$ cat config.mk
export PLATFORM = sky130hd
export DESIGN_NAME = region_mean_motion_vector
export DESIGN_NICKNAME = d
export VERILOG_FILES = /design/src/hdl/rmmv_pkg.sv /design/src/hdl/rmmv_front.sv /design/src/hdl/rmmv_queue.sv /design/src/hdl/rmmv_back.sv /design/src/hdl/region_mean_motion_vector.sv
export SDC_FILE = /design/constraint.sdc
export NUM_CORES = 1
export LEC_CHECK = 0
export ABC_AREA = 1
export BUFFER_PORTS_ARGS = -buffer_cell sky130_fd_sc_hd__buf_2
export CORE_ASPECT_RATIO = 0.8
export CORE_MARGIN = 2
export CORE_UTILIZATION = 30
export CTS_CLUSTER_SIZE = 28
export DETAILED_ROUTE_END_ITERATION = 12
export PLACE_DENSITY = 0.5
export SETUP_SLACK_MARGIN = 0.02
export SYNTH_ARGS = -nofsm -noshare
export SYNTH_HDL_FRONTEND = slang
export SYNTH_HIERARCHICAL = 1
export SYNTH_SLANG_ARGS = --single-unit
$ cat constraint.sdc
create_clock -name clk -period 10.27 [get_ports clk]
set_input_delay 2.054 -clock clk [delete_from_list [all_inputs] [get_ports clk]]
set_output_delay 2.054 -clock clk [all_outputs]
set_load 0.005 [all_outputs]
$ cat src/hdl/rmmv_pkg.sv
// Shared constants, types and codes of the region mean motion vector block.
// No dependencies.
package rmmv_pkg;

  localparam int MAX_WIDTH  = 2048;
  localparam int MAX_HEIGHT = 2048;
  localparam int FLOW_BITS  = 16;
  localparam int FRAC_BITS  = 6;

  localparam int COL_BITS   = $clog2(MAX_WIDTH);
  localparam int ROW_BITS   = $clog2(MAX_HEIGHT);
  localparam int WIDTH_BITS = COL_BITS + 1;

  localparam int COUNT_BITS = 23;
  localparam int SUM_BITS   = FLOW_BITS + COUNT_BITS;
  localparam int DIV_BITS   = SUM_BITS - FRAC_BITS;
  localparam int MEAN_BITS  = 10;
  localparam int STEP_BITS  = $clog2(MEAN_BITS);

  localparam logic [COUNT_BITS-1:0] COUNT_MAX = '1;

  localparam int CFG_INDEX_BITS = 3;
  localparam int CFG_DATA_BITS  = 12;

  localparam int S_TDATA_BITS = ((2 * FLOW_BITS + 7) / 8) * 8;
  localparam int OUT_BITS     = 2 * MEAN_BITS + COUNT_BITS;
  localparam int M_TDATA_BITS = ((OUT_BITS + 7) / 8) * 8;

  localparam int QUEUE_DEPTH = 2;
  localparam int QPTR_BITS   = $clog2(QUEUE_DEPTH);
  localparam int QFILL_BITS  = $clog2(QUEUE_DEPTH + 1);

  localparam logic [WIDTH_BITS-1:0] RESET_FRAME_WIDTH = WIDTH_BITS'(640);
  localparam logic [WIDTH_BITS-1:0] RESET_RECT_RIGHT  = WIDTH_BITS'(MAX_WIDTH);
  localparam logic [ROW_BITS:0]     RESET_RECT_BOTTOM = (ROW_BITS + 1)'(MAX_HEIGHT);

  typedef enum logic [CFG_INDEX_BITS-1:0] {
    REG_FRAME_WIDTH,
    REG_RECT_LEFT,
    REG_RECT_TOP,
    REG_RECT_RIGHT,
    REG_RECT_BOTTOM
  } cfg_reg_t;

  typedef struct packed {
    logic signed [SUM_BITS-1:0]   sum_x;
    logic signed [SUM_BITS-1:0]   sum_y;
    logic        [COUNT_BITS-1:0] count;
  } frame_sum_t;

  typedef enum logic [1:0] {
    B_IDLE,
    B_DIV,
    B_HOLD
  } back_state_t;

endpackage

$ cat src/hdl/rmmv_front.sv
// Front end: configuration registers, raster counters, region test and sums.
// Depends on rmmv_pkg; pushes one frame_sum_t per frame into the queue.
module rmmv_front import rmmv_pkg::*; (
  input  logic                      clk,
  input  logic                      rst,
  input  logic                      cfg_we,
  input  logic [CFG_INDEX_BITS-1:0] cfg_index,
  input  logic [CFG_DATA_BITS-1:0]  cfg_data,
  input  logic                      s_tvalid,
  output logic                      s_tready,
  input  logic [S_TDATA_BITS-1:0]   s_tdata,
  input  logic                      s_tlast,
  input  logic                      q_full,
  output logic                      push,
  output frame_sum_t                push_data
);

  logic [WIDTH_BITS-1:0] frame_width;
  logic [COL_BITS-1:0]   rect_left;
  logic [ROW_BITS-1:0]   rect_top;
  logic [WIDTH_BITS-1:0] rect_right;
  logic [ROW_BITS:0]     rect_bottom;

  logic [COL_BITS-1:0]        col, col_next;
  logic [ROW_BITS-1:0]        row, row_next;
  logic signed [SUM_BITS-1:0] sum_x, sum_x_next;
  logic signed [SUM_BITS-1:0] sum_y, sum_y_next;
  logic [COUNT_BITS-1:0]      count, count_next;

  logic [WIDTH_BITS-1:0]       width_eff;
  logic [WIDTH_BITS-1:0]       col_inc;
  logic [ROW_BITS:0]           row_inc;
  logic signed [FLOW_BITS-1:0] mx, my;
  logic                        in_region, add, accept;

  always_ff @(posedge clk) begin
    if (rst) begin
      frame_width <= RESET_FRAME_WIDTH;
      rect_left   <= '0;
      rect_top    <= '0;
      rect_right  <= RESET_RECT_RIGHT;
      rect_bottom <= RESET_RECT_BOTTOM;
    end else if (cfg_we) begin
      unique case (cfg_reg_t'(cfg_index))
        REG_FRAME_WIDTH: frame_width <= cfg_data[WIDTH_BITS-1:0];
        REG_RECT_LEFT:   rect_left   <= cfg_data[COL_BITS-1:0];
        REG_RECT_TOP:    rect_top    <= cfg_data[ROW_BITS-1:0];
        REG_RECT_RIGHT:  rect_right  <= cfg_data[WIDTH_BITS-1:0];
        REG_RECT_BOTTOM: rect_bottom <= cfg_data[ROW_BITS:0];
        default: ;
      endcase
    end
  end

  assign mx       = s_tdata[FLOW_BITS-1:0];
  assign my       = s_tdata[2*FLOW_BITS-1:FLOW_BITS];
  assign s_tready = !q_full;
  assign accept   = s_tvalid && s_tready;

  always_comb begin
    // clamp the programmed width into 1..MAX_WIDTH
    if (frame_width == '0) begin
      width_eff = WIDTH_BITS'(1);
    end else if (frame_width > WIDTH_BITS'(MAX_WIDTH)) begin
      width_eff = WIDTH_BITS'(MAX_WIDTH);
    end else begin
      width_eff = frame_width;
    end

    in_region = (col >= rect_left) && ({1'b0, col} < rect_right) &&
                (row >= rect_top) && ({1'b0, row} < rect_bottom);
    add = in_region && (mx != '0 || my != '0) && (count != COUNT_MAX);

    sum_x_next = add ? sum_x + SUM_BITS'(mx) : sum_x;
    sum_y_next = add ? sum_y + SUM_BITS'(my) : sum_y;
    count_next = add ? count + COUNT_BITS'(1) : count;

    col_inc = {1'b0, col} + WIDTH_BITS'(1);
    row_inc = {1'b0, row} + (ROW_BITS + 1)'(1);
    if (col_inc >= width_eff) begin
      col_next = '0;
      row_next = (row_inc >= (ROW_BITS + 1)'(MAX_HEIGHT)) ? '0 : row_inc[ROW_BITS-1:0];
    end else begin
      col_next = col_inc[COL_BITS-1:0];
      row_next = row;
    end
  end

  always_ff @(posedge clk) begin
    if (rst) begin
      col   <= '0;
      row   <= '0;
      sum_x <= '0;
      sum_y <= '0;
      count <= '0;
    end else if (accept) begin
      if (s_tlast) begin
        // frame handed to the queue: start the next one clean
        col   <= '0;
        row   <= '0;
        sum_x <= '0;
        sum_y <= '0;
        count <= '0;
      end else begin
        col   <= col_next;
        row   <= row_next;
        sum_x <= sum_x_next;
        sum_y <= sum_y_next;
        count <= count_next;
      end
    end
  end

  assign push            = accept && s_tlast;
  assign push_data.sum_x = sum_x_next;
  assign push_data.sum_y = sum_y_next;
  assign push_data.count = count_next;

endmodule

$ cat src/hdl/rmmv_queue.sv
// Short queue of finished frame sums between front end and divider.
// Depends on rmmv_pkg.
module rmmv_queue import rmmv_pkg::*; (
  input  logic       clk,
  input  logic       rst,
  input  logic       push,
  input  frame_sum_t push_data,
  output logic       full,
  input  logic       pop,
  output logic       valid,
  output frame_sum_t head
);

  frame_sum_t            entries [QUEUE_DEPTH];
  logic [QPTR_BITS-1:0]  wr_ptr, rd_ptr;
  logic [QFILL_BITS-1:0] fill;

  assign full  = (fill == QFILL_BITS'(QUEUE_DEPTH));
  assign valid = (fill != '0);
  assign head  = entries[rd_ptr];

  always_ff @(posedge clk) begin
    if (push) begin
      entries[wr_ptr] <= push_data;
    end
  end

  always_ff @(posedge clk) begin
    if (rst) begin
      wr_ptr <= '0;
      rd_ptr <= '0;
      fill   <= '0;
    end else begin
      if (push) begin
        wr_ptr <= (wr_ptr == QPTR_BITS'(QUEUE_DEPTH - 1)) ? '0 : wr_ptr + QPTR_BITS'(1);
      end
      if (pop) begin
        rd_ptr <= (rd_ptr == QPTR_BITS'(QUEUE_DEPTH - 1)) ? '0 : rd_ptr + QPTR_BITS'(1);
      end
      if (push && !pop) begin
        fill <= fill + QFILL_BITS'(1);
      end else if (pop && !push) begin
        fill <= fill - QFILL_BITS'(1);
      end
    end
  end

endmodule

$ cat src/hdl/rmmv_back.sv
// Back end: restoring divider for both means and the result register.
// Depends on rmmv_pkg; pops one frame_sum_t per result.
module rmmv_back import rmmv_pkg::*; (
  input  logic                    clk,
  input  logic                    rst,
  input  logic                    q_valid,
  input  frame_sum_t              q_head,
  output logic                    pop,
  output logic                    m_tvalid,
  input  logic                    m_tready,
  output logic [M_TDATA_BITS-1:0] m_tdata
);

  back_state_t state, state_next;

  logic [STEP_BITS-1:0]  step;
  logic                  neg_x, neg_y;
  logic [DIV_BITS-1:0]   rem_x, rem_y;
  logic [MEAN_BITS-1:0]  quo_x, quo_y;
  logic [COUNT_BITS-1:0] divisor;

  logic [SUM_BITS-1:0]   mag_x, mag_y;
  logic [DIV_BITS-1:0]   trial;
  logic                  fit_x, fit_y;
  logic                  div_en, load_out;
  logic [MEAN_BITS-1:0]  mean_x, mean_y;

  logic                  out_valid;
  logic [MEAN_BITS-1:0]  out_mean_x, out_mean_y;
  logic [COUNT_BITS-1:0] out_count;

  always_comb begin
    state_next = state;
    unique case (state)
      B_IDLE: if (q_valid) state_next = B_DIV;
      B_DIV:  if (step == '0) state_next = B_HOLD;
      B_HOLD: if (!out_valid || m_tready) state_next = B_IDLE;
      default: state_next = B_IDLE;
    endcase
  end

  always_comb begin
    pop      = (state == B_IDLE) && q_valid;
    div_en   = (state == B_DIV);
    load_out = (state == B_HOLD) && (!out_valid || m_tready);
  end

  always_ff @(posedge clk) begin
    if (rst) begin
      state <= B_IDLE;
    end else begin
      state <= state_next;
    end
  end

  // sum / (count * 64) equals (|sum| >> 6) / count, so drop the fraction first
  assign mag_x = q_head.sum_x[SUM_BITS-1] ? SUM_BITS'(-q_head.sum_x) : SUM_BITS'(q_head.sum_x);
  assign mag_y = q_head.sum_y[SUM_BITS-1] ? SUM_BITS'(-q_head.sum_y) : SUM_BITS'(q_head.sum_y);

  assign trial = DIV_BITS'(divisor) << step;
  assign fit_x = (rem_x >= trial);
  assign fit_y = (rem_y >= trial);

  always_ff @(posedge clk) begin
    if (pop) begin
      neg_x   <= q_head.sum_x[SUM_BITS-1];
      neg_y   <= q_head.sum_y[SUM_BITS-1];
      rem_x   <= mag_x[SUM_BITS-1:FRAC_BITS];
      rem_y   <= mag_y[SUM_BITS-1:FRAC_BITS];
      quo_x   <= '0;
      quo_y   <= '0;
      divisor <= q_head.count;
      step    <= STEP_BITS'(MEAN_BITS - 1);
    end else if (div_en) begin
      if (fit_x) rem_x <= rem_x - trial;
      if (fit_y) rem_y <= rem_y - trial;
      quo_x <= {quo_x[MEAN_BITS-2:0], fit_x};
      quo_y <= {quo_y[MEAN_BITS-2:0], fit_y};
      if (step != '0) step <= step - STEP_BITS'(1);
    end
  end

  always_comb begin
    if (divisor == '0) begin
      mean_x = '0;
      mean_y = '0;
    end else begin
      mean_x = neg_x ? MEAN_BITS'(-quo_x) : quo_x;
      mean_y = neg_y ? MEAN_BITS'(-quo_y) : quo_y;
    end
  end

  always_ff @(posedge clk) begin
    if (rst) begin
      out_valid <= 1'b0;
    end else if (load_out) begin
      out_valid <= 1'b1;
    end else if (m_tready) begin
      out_valid <= 1'b0;
    end
  end

  always_ff @(posedge clk) begin
    if (load_out) begin
      out_mean_x <= mean_x;
      out_mean_y <= mean_y;
      out_count  <= divisor;
    end
  end

  assign m_tvalid = out_valid;
  assign m_tdata  = {{(M_TDATA_BITS - OUT_BITS){1'b0}}, out_count, out_mean_y, out_mean_x};

endmodule

$ cat src/hdl/region_mean_motion_vector.sv
// Region mean of a motion-vector stream: one vector per beat in, one mean per frame out.
// The end-of-frame sums pass through the queue, the divider and the result register.
// Throughput: one vector per cycle while s_tready is high; the 10-step divider takes one
// frame at a time, and s_tready drops only when the two-frame queue in front of it is full.
// Reset (rst, synchronous): registers to defaults, counters and sums cleared, queue empty.
// Depends on rmmv_pkg, rmmv_front, rmmv_queue, rmmv_back.
module region_mean_motion_vector import rmmv_pkg::*; (
  input  logic                      clk,
  input  logic                      rst,
  input  logic                      cfg_we,
  input  logic [CFG_INDEX_BITS-1:0] cfg_index,
  input  logic [CFG_DATA_BITS-1:0]  cfg_data,
  input  logic                      s_tvalid,
  output logic                      s_tready,
  input  logic [S_TDATA_BITS-1:0]   s_tdata,   // motion_x, motion_y
  input  logic                      s_tlast,   // end_of_frame
  output logic                      m_tvalid,
  input  logic                      m_tready,
  output logic [M_TDATA_BITS-1:0]   m_tdata    // mean_x, mean_y, moving_count, zero pad
);

  logic       q_full, q_valid, push, pop;
  frame_sum_t push_data, q_head;

  rmmv_front u_front (
    .clk       (clk),
    .rst       (rst),
    .cfg_we    (cfg_we),
    .cfg_index (cfg_index),
    .cfg_data  (cfg_data),
    .s_tvalid  (s_tvalid),
    .s_tready  (s_tready),
    .s_tdata   (s_tdata),
    .s_tlast   (s_tlast),
    .q_full    (q_full),
    .push      (push),
    .push_data (push_data)
  );

  rmmv_queue u_queue (
    .clk       (clk),
    .rst       (rst),
    .push      (push),
    .push_data (push_data),
    .full      (q_full),
    .pop       (pop),
    .valid     (q_valid),
    .head      (q_head)
  );

  rmmv_back u_back (
    .clk      (clk),
    .rst      (rst),
    .q_valid  (q_valid),
    .q_head   (q_head),
    .pop      (pop),
    .m_tvalid (m_tvalid),
    .m_tready (m_tready),
    .m_tdata  (m_tdata)
  );

endmodule

# ---- Word-level counts from Yosys, hierarchy flattened
# Memory sizes are Yosys's and may differ from the RTL's. A register that Yosys moved wholly into a read port is not among the register bits.
# Index checks and enable logic that the tools add are counted.
dict set report classes {
  addsub 16
  n_lt_le_gt_ge 9
  n_eq_ne 11
  shifts 1
  mux 37
  reduce_logical 42
}
# operator n
set ops {}
lappend ops {{$mux W39} 6}
lappend ops {{$mux W33} 6}
lappend ops {{$add A39 B16 Y39} 2}
lappend ops {{$neg A39 Y39} 2}
lappend ops {{$ge A33 B33 Y1} 2}
lappend ops {{$sub A33 B33 Y33} 2}
lappend ops {{$mux W11} 5}
lappend ops {{$mux W23} 2}
lappend ops {{$shl A23 B4 Y33} 1}
lappend ops {{$reduce_bool A16 Y1} 2}
lappend ops {{$add A11 B1 Y12 const B} 2}
lappend ops {{$lt A11 B12 Y1} 2}
lappend ops {{$mux W12} 2}
lappend ops {{$add A23 B1 Y23 const B} 1}
lappend ops {{$logic_not A23 Y1} 1}
lappend ops {{$ne A23 B23 Y1 const B} 1}
lappend ops {{$ge A11 B11 Y1} 2}
lappend ops {{$mux W10} 2}
lappend ops {{$neg A10 Y10} 2}
lappend ops {{$reduce_and A2 Y1} 9}
lappend ops {{$reduce_bool A2 Y1} 7}
lappend ops {{$ge A12 B12 Y1} 1}
lappend ops {{$ge A12 B12 Y1 const B} 1}
lappend ops {{$gt A12 B12 Y1 const B} 1}
lappend ops {{23 further kinds} 52}
dict set report word_totals {
  regBits 346
  ram_bits 202
  inputBits 53
  out_inout_bits 50
  mem_count 1
}
# memory depth word_bits read_ports rd_ports_with_merged_regs wr line
set mem_list {}
lappend mem_list {u_queue.entries 2 101 1 1 1 rmmv_queue.sv:14} ;# frame_sum_t entries [QUEUE_DEPTH];

# ---- Longest topological paths before layout
# Gate-level depths: netlist (run 1).
dict set report depth {
  word_depth 8
  ltp_mapped 23
  ltp_nobuf 21
}

# ---- By module
# Netlist (run 1), hierarchy kept.
# module n_inst cells_each area_per_inst_um2 seq_area_each_um2
set modules_own_cells {}
lappend modules_own_cells {rmmv_front 1 2835 16343.2 3623.5}
lappend modules_own_cells {rmmv_back 1 2055 13860.8 4564.4}
lappend modules_own_cells {rmmv_queue 1 347 7963.9 6165.9}

# ---- Worst setup path before layout (run 1)
# No wires, ideal clock.
dict set report synth_path {
  kind {input to register}
  startpoint {input port s_tvalid}
  endpoint {memory u_queue/entries[0][0] (netlist bit), enable pin}
  t_arrival_ns 6.879
  required_ns 9.708
  slack_ns 2.829
  stages 5
  path_cell_list {nand2_1 > clkbuf_1 > nor2_1 > inv_1 > nor2_1}
}
dict set report synth_between {
  elab_chain_len 4
}
# element line
set synth_lines {}
lappend synth_lines {{start: declaration} region_mean_motion_vector.sv:13} ;# input logic s_tvalid,
lappend synth_lines {{$logic_and A1 B1 Y1} rmmv_front.sv:58} ;# assign accept = s_tvalid && s_tready;
lappend synth_lines {{$logic_and A1 B1 Y1} rmmv_front.sv:114} ;# assign push = accept && s_tlast;
lappend synth_lines {{net push} region_mean_motion_vector.sv:22} ;# logic q_full, q_valid, push, pop;
lappend synth_lines {{$mux W1} rmmv_queue.sv:23} ;# if (push) begin
lappend synth_lines {{$mux W1 (not written as such)} rmmv_queue.sv:24} ;# entries[wr_ptr] <= push_data;
lappend synth_lines {{end: declaration} rmmv_queue.sv:14}
# The timed path passes the listed nets, and every way through them passes these cells.

# ---- Worst setup path after layout (run 1)
dict set report layout_path {
  startpoint {register u_back.step[1]}
  endpoint {register u_back.rem_x[22], enable pin}
}
dict set report layout_between {
  elab_chain_len 4
}
# element line
set layout_lines {}
lappend layout_lines {{start: declaration} rmmv_back.sv:16} ;# logic [STEP_BITS-1:0] step;
lappend layout_lines {{start signal: assignment} rmmv_back.sv:73} ;# step <= STEP_BITS'(MEAN_BITS - 1);
lappend layout_lines {{start signal: assignment} rmmv_back.sv:79} ;# if (step != '0) step <= step - STEP_BITS'(1);
lappend layout_lines {{$shl A23 B4 Y33} rmmv_back.sv:60} ;# assign trial = DIV_BITS'(divisor) << step;
lappend layout_lines {{$ge A33 B33 Y1} rmmv_back.sv:61} ;# assign fit_x = (rem_x >= trial);
lappend layout_lines {{$reduce_bool A2 Y1 (no line)} -}
lappend layout_lines {{$reduce_and A2 Y1 (no line)} -}
lappend layout_lines {{end signal: assignment} rmmv_back.sv:68} ;# rem_x <= mag_x[SUM_BITS-1:FRAC_BITS];
lappend layout_lines {{end signal: assignment} rmmv_back.sv:75} ;# if (fit_x) rem_x <= rem_x - trial;
lappend layout_lines {{end: declaration} rmmv_back.sv:18} ;# logic [DIV_BITS-1:0] rem_x, rem_y;
# No other way between the ends.
# A chain may end at the register's enable or synchronous reset.

==> flow_summary.toml, run 1 <==
[detailed_routing]
ant_nets = 0
drc = 0
viasPerCell = 4.79
drt-total-wl_um = 121000
drt-initial-drc-count = 2713
dr.pass1.iters = 6
route.vias.total = 33600
wire_per_inst_um = 17.3

[critical_path]
worstSetupStartpointType = "flop"
critPathKind = "flop to flop"
cp_cell_sequence = "inv_2 > nand2_1 > nand2_1 > nand2_1 > o21ai_0 > o21ai_0 > ha_1 > nand2_1 > nor2_1 > nand2_1 > inv_1 > nand2_1 > nor2_1 > nand2_1 > nand2_1 > nor2_1 > nand2_1 > nand2_1 > nand2_1 > buf_4"
crit_arrival_ns = 4.99
reg2reg_from = "u_back/step[1]"
critPathCaptureType = "flop"
critPathMaxStageDelay_ns = 0.87
cp-startpoint = "u_back/step[1]"
cp.required_ns = 10.56
slowest_stage = "o21ai_0"
crit_top_cell = "nand2_1"
cp_max_fo = 33

[layout]
nets = 5552
regArea_mm2 = 0.0144
finish.utilization_pct = 33.4
layout-drive-gt1-share_pct = 7.74
areaGrowthSynthToFinish_pct = 11.0
fillers = 13600
multi_input_area_mm2 = 0.0205
num_antenna_cells = 0

[yosys]
synth_top_area_share_pct = 26.4
syn-instance-count = 5237
ys.flop_type = "edfxtp_1"
synth-edff-count = 336
syn_area_mm2 = 0.0382
synth_top_area_cell = "edfxtp_1"
avgSynthCellArea_um2 = 7.29
synthTopCellsByArea = "edfxtp_1, nand2_1, dfxtp_1, ha_1, inv_1"
synthXorXnorAreaFrac_pct = 2.09
synthArstFlopShare_pct = 0
synth_seq_area_share_pct = 37.6
synth-seq-cells = 549
synth_most_common_cell = "nand2_1"
synth-simple-area-share_pct = 30.2
synthTopCellsByCount = "nand2_1, inv_1, nor2_1"
yosysWarnings = 6
synthDistinctLibCells = 62
synth_fa_ha_area_share_pct = 6.86
synthMuxAreaShare_pct = 4.26
synth-compound-area-share_pct = 10.1
synth_top_family_by_area = "simple AND/OR/NAND/NOR gates"

[run_status]
outcome = "complete, no violations"

[power_and_ir_drop]
leakage_nw = 18.6
power_density_mw_per_mm2 = 334
ir_worst_vdd_mv = 0.303

[min_path]
hp-class = "flop to flop"
hold_start = "u_front/rect_top[6]"

[floorplan]
rows = 117
core_area_mm2 = 0.127
num_io_pins = 103
die_h_um = 323
dieArea_mm2 = 0.130
fp.dieW_um = 403
start_util_pct = 30.1

[cts]
cts_tree = "built"
path_clk_slew_ns = 0.06
htree_levels = 3
numCtsBuffers = 67
cts_setup_buffers = 0
cts_root_buffer = "clkbuf_16"
clk_latency_ns = 0.67
clockBufferDepth = 3
cts_sinks = 549
cts_resized = 0
cts_hold_buffers = 0

[sta]
setup_viol = 0
max-slew-margin-rel_pct = 20.9
drv_slew = 0
period_minus_slack_ns = 4.69
rsz0062_at_grt = "no"
clock-skew-final_ns = 0.0281
tightest_slew_ns = 1.18
hold_violations = 0
finalCritPeriodShare_pct = 45.7
fmax_ghz = 0.213
fin_tns_setup_ns = 0

[place]
place_congestion = 0.963
hpwl_um = 92200
io_buffer_count = 97

[flow_run]
drv_cap = 0

[global_routing]
grt_pass1_vias = 31600
grt_start_max_net_pins = 77
track_usage_pct = 18.4
grt_pass1_wl_um = 186000
gr-total-overflow = 0
antenna_found_initial = 1
stage by stage:
stage	worst slack, ns	hold slack, ns	power [mW]	std cells	area (um^2)
after floorplan	2.83	0.424	9.31	5241	38200
after global placement	5.24	0.447	11.6	6889	40200
after detailed placement	5.19	0.454	11.7	6889	40200
after CTS	5.65	0.463	14.1	7012	42400
after global routing	5.09	0.478	15.4	7012	42400
final	5.58	0.460	14.2	7012	42400
cells in the final DEF, fill, tap and decap left out, types with 22 or more instances in the layout:
cell       netlist  routed
a21oi_1        379     379
and2_1          50      50
buf_2           28      96
buf_4           11      27
clkbuf_16        0      70
dfxtp_1        213     212
edfxtp_1       336     336
ha_1           203     203
inv_1          662     661
mux2_4          90      90
nand2_1       1631    1629
nand3_1        359     359
nand3b_1        44      44
nand4_1         50      50
nor2_1         436     432
nor3_1          67      67
o21ai_0        260     260
xnor2_1         22      22
xor2_1          69      69
path summary, 6_finish.rpt:
path,cells after the start,to,slack [ns]
max,20,u_back/rem_x[22],5.58
max reg2reg,20,u_back/rem_x[22],5.58
min reg2reg,2,u_front/rect_top[6],0.46
min,2,u_front/rect_top[6],0.46
worst max-delay path: cells and delay by family, from the launching register on:
kind,cells,cell delay [ns]
compound gates,2,0.99
fa+ha+maj,1,0.31
buf+inv,3,0.85
flops,1,0.81
simple gates,14,1.32
cell families (layout without fill, tap and decap cells):
family          Yosys count  count (layout)
xor+xnor                 91              91
buf+inv                 812             917
simple gates           2732            2732
fa+ha+maj               207             207
other cells               1               5
flops                   549             549
mux                     116             116
compound gates          729             729
cell type report:
cell class | instances | area share [%]
clock inverter | 33 | 0.809
tap | 1666 | 4.92
clock buffer | 90 | 4.43
sequential | 549 | 33.9
multi-input combinational | 3880 | 48.4
timing repair buffer | 123 | 1.61
inverter | 671 | 5.95
sequential cells by signal (all words and copies together), names as in the netlist, 2 cells and up, named ones only:
register and cells:
u_back/step 4, u_front/rect_right 12, u_front/sum_y 39, u_back/divisor 23, u_front/rect_top 11, u_back/state 2
u_front/sum_x 39, u_back/quo_y 10, u_front/row 11, u_front/count 23, u_back/quo_x 10, u_front/col 11
u_back/out_mean_y 10, u_back/rem_y 33, u_front/rect_bottom 12, u_front/frame_width 12, u_back/out_count 23, u_front/rect_left 11
u_back/rem_x 33, u_queue/fill 2, u_back/out_mean_x 10, u_queue/entries 202
routing by layer:
layer	global-route usage [%]	wire length (um)	up-vias
met1	27.4	61700	15400
li1	-	-	17300
met4	4.99	2730	0
met3	2.65	6710	133
met2	27.4	50000	808
met5	0	0	-
report_power, final:
group          internal (mW)  switching, mW
sequential              3.14          0.289
combinational           2.63           5.70
clock                   1.38           1.02
total                   7.16           7.00
Note: power is estimated with default switching activity, not from simulation.
==> run 2: changes to the inputs <==
==> constraint.sdc (replaced) <==
create_clock -name clk -period 4.6 [get_ports clk]
set_input_delay 0.92 -clock clk [delete_from_list [all_inputs] [get_ports clk]]
set_output_delay 0.92 -clock clk [all_outputs]
set_load 0.005 [all_outputs]
==> flow_summary.toml, run 2 (synthesis results as in run 1) <==
[sta]
drv_slew = 0
setup_viol = 0
finalCritPeriodShare_pct = 89.3
max-slew-margin-rel_pct = 44.3
hold_slack_ns = 0.453
fmax_ghz = 0.243
rsz0062_at_grt = "no"
clock-skew-final_ns = 0.0290
fin_tns_setup_ns = 0
tightest_slew_ns = 0.835
hold_violations = 0
period_minus_slack_ns = 4.11
fin_ws_ns = 0.490

[floorplan]
dieArea_mm2 = 0.130
die_h_um = 323
rows = 117
core_area_mm2 = 0.127
fp.dieW_um = 403
num_io_pins = 103
start_util_pct = 30.1

[power_and_ir_drop]
power_density_mw_per_mm2 = 748
ir_worst_vdd_mv = 0.400
p_int_mw = 16.3
pwr-share-comb_pct = 58.8
switching_share_pct = 49.0
clkPwrFrac_pct = 17.2
leakage_nw = 18.8
p_seq_share_pct = 24.0
switching_power_mw = 15.7

[detailed_routing]
drt-initial-drc-count = 2726
drt-total-wl_um = 121000
drc = 0
wire_per_inst_um = 17.3
wl_met2_um = 50700
met1Wirelength_um = 62500
dr.pass1.iters = 6
ant_nets = 0
route.vias.total = 33800
routed.top_layer = "met4"
wl_met3_um = 6310
viasPerCell = 4.81

[cts]
htree_levels = 3
path_clk_slew_ns = 0.06
clk_latency_ns = 0.68
clockBufferDepth = 3
cts_resized = 0
cts_setup_buffers = 0
cts_hold_buffers = 0
cts_sinks = 549
numCtsBuffers = 69
cts_tree = "built"
cts_root_buffer = "clkbuf_16"

[global_routing]
track_usage_pct = 18.5
gr-total-overflow = 0
grt_pass1_wl_um = 188000
antenna_found_initial = 1
grt_pass1_vias = 31600
grt_start_max_net_pins = 119

[min_path]
whs_endpoint = "u_front/rect_right[0]"
hp-class = "flop to flop"
hold_start = "u_front/rect_right[0]"
min_delay_path_depth = 2

[critical_path]
r2r-end = "u_back/rem_y[12]"
crit_family = "simple AND/OR/NAND/NOR gates"
cp_cell_sequence = "buf_4 > nand2_1 > nand3_1 > o21ai_0 > o21ai_0 > o21ai_0 > ha_1 > nand2_1 > nor2_1 > nand2_1 > nor2_1 > nand3_1 > nand2_1 > nor2_1 > nand2_1 > nand2_2 > nand2_1 > buf_12"
cp.required_ns = 4.98
worstSetupStartpointType = "flop"
critPathBufInv = 2
r2r_slack_ns = 0.49
critPathCaptureType = "flop"
critPathMaxStageDelay_ns = 0.65
critPathKind = "flop to flop"
reg2reg_from = "u_back/step[0]"
crit_top_cell = "nand2_1"
slowest_stage = "dfxtp_1"
r2r_cells = 18
cp_max_fo = 20
crit_arrival_ns = 4.49

[layout]
largest-register = "u_queue/entries"
layout-drive-gt1-share_pct = 8.06
final_cell_mix = "nand2_1, inv_1, nor2_1"
instances_no_fill = 7036
nets = 5575
areaGrowthSynthToFinish_pct = 12.0
num_antenna_cells = 0
largest_reg_flops = 202
reg.largest.list = "u_queue/entries (202), u_front/sum_x (39), u_front/sum_y (39)"
final_common_cell = "nand2_1"

[place]
place_congestion = 0.955
hpwl_um = 93600
dp.cells = 6910
io_buffer_count = 97
pre_cts_ws_ns = 0.549

[run_status]
outcome = "complete, no violations"

[flow_run]
drv_cap = 0
run 2: power by group through the flow:
stage / Sequential, mW / Combinational, mW / Clock, mW
5_1_grt: 7.77 / 21.0 / 5.89
6_report: 7.68 / 18.8 / 5.50
2_1_floorplan: 7.42 / 13.4 / 0
3_3_place_gp: 7.79 / 18.6 / 0
3_5_place_dp: 7.78 / 18.5 / 0
4_1_cts: 7.69 / 18.6 / 5.69
run 2: cell type report:
type / count / area, um^2
repair buffers: 144 / 991
clock buffers: 94 / 1900
multi-input cells: 3880 / 20500
inverters: 671 / 2520
fillers: 13600 / 84000
flip-flops and latches: 549 / 14400
well taps: 1666 / 2080
clock inverters: 32 / 393
run 2: how the worst max path moves through the flow:
stage	startpoint	cells after the start	end	slack, ns
finish	u_back/step[0]	18	u_back/rem_y[12]	0.49
global placement	u_back/step[3]	15	u_back/rem_y[7]	0.49
CTS	u_back/step[0]	20	u_back/rem_x[17]	0.52
floorplan	s_tvalid	5	u_queue/entries[1][0]	0.62
global route	u_back/step[0]	20	u_back/rem_x[1]	0.09
detailed placement	u_back/step[0]	19	u_back/rem_y[11]	0.55
run 2: worst reg2reg max path: stages, from the launching register on:
cell and delay, ns:
dfxtp_1 0.65, buf_4 0.32, nand2_1 0.10, nand3_1 0.08, o21ai_0 0.10, o21ai_0 0.42
o21ai_0 0.29, ha_1 0.46, nand2_1 0.15, nor2_1 0.21, nand2_1 0.10, nor2_1 0.10
nand3_1 0.16, nand2_1 0.12, nor2_1 0.04, nand2_1 0.08, nand2_2 0.06, nand2_1 0.16
buf_12 0.20
run 2: through the flow:
stage / instance area, um^2 / power, mW / utilization, %
detailed placement: 40500 / 26.3 / 31.9
floorplan: 38200 / 20.8 / -
finish: 42800 / 32.0 / 33.7
global route: 42800 / 34.7 / 33.7
CTS: 42800 / 32.0 / 33.7
global placement: 40500 / 26.4 / 31.9
run 2: per-layer routing:
| layer | vias up | GRT usage, % |
|---|---|---|
| met5 | - | 0 |
| met4 | 0 | 3.60 |
| met3 | 112 | 2.61 |
| met2 | 780 | 28.1 |
| met1 | 15600 | 27.8 |
| li1 | 17300 | - |
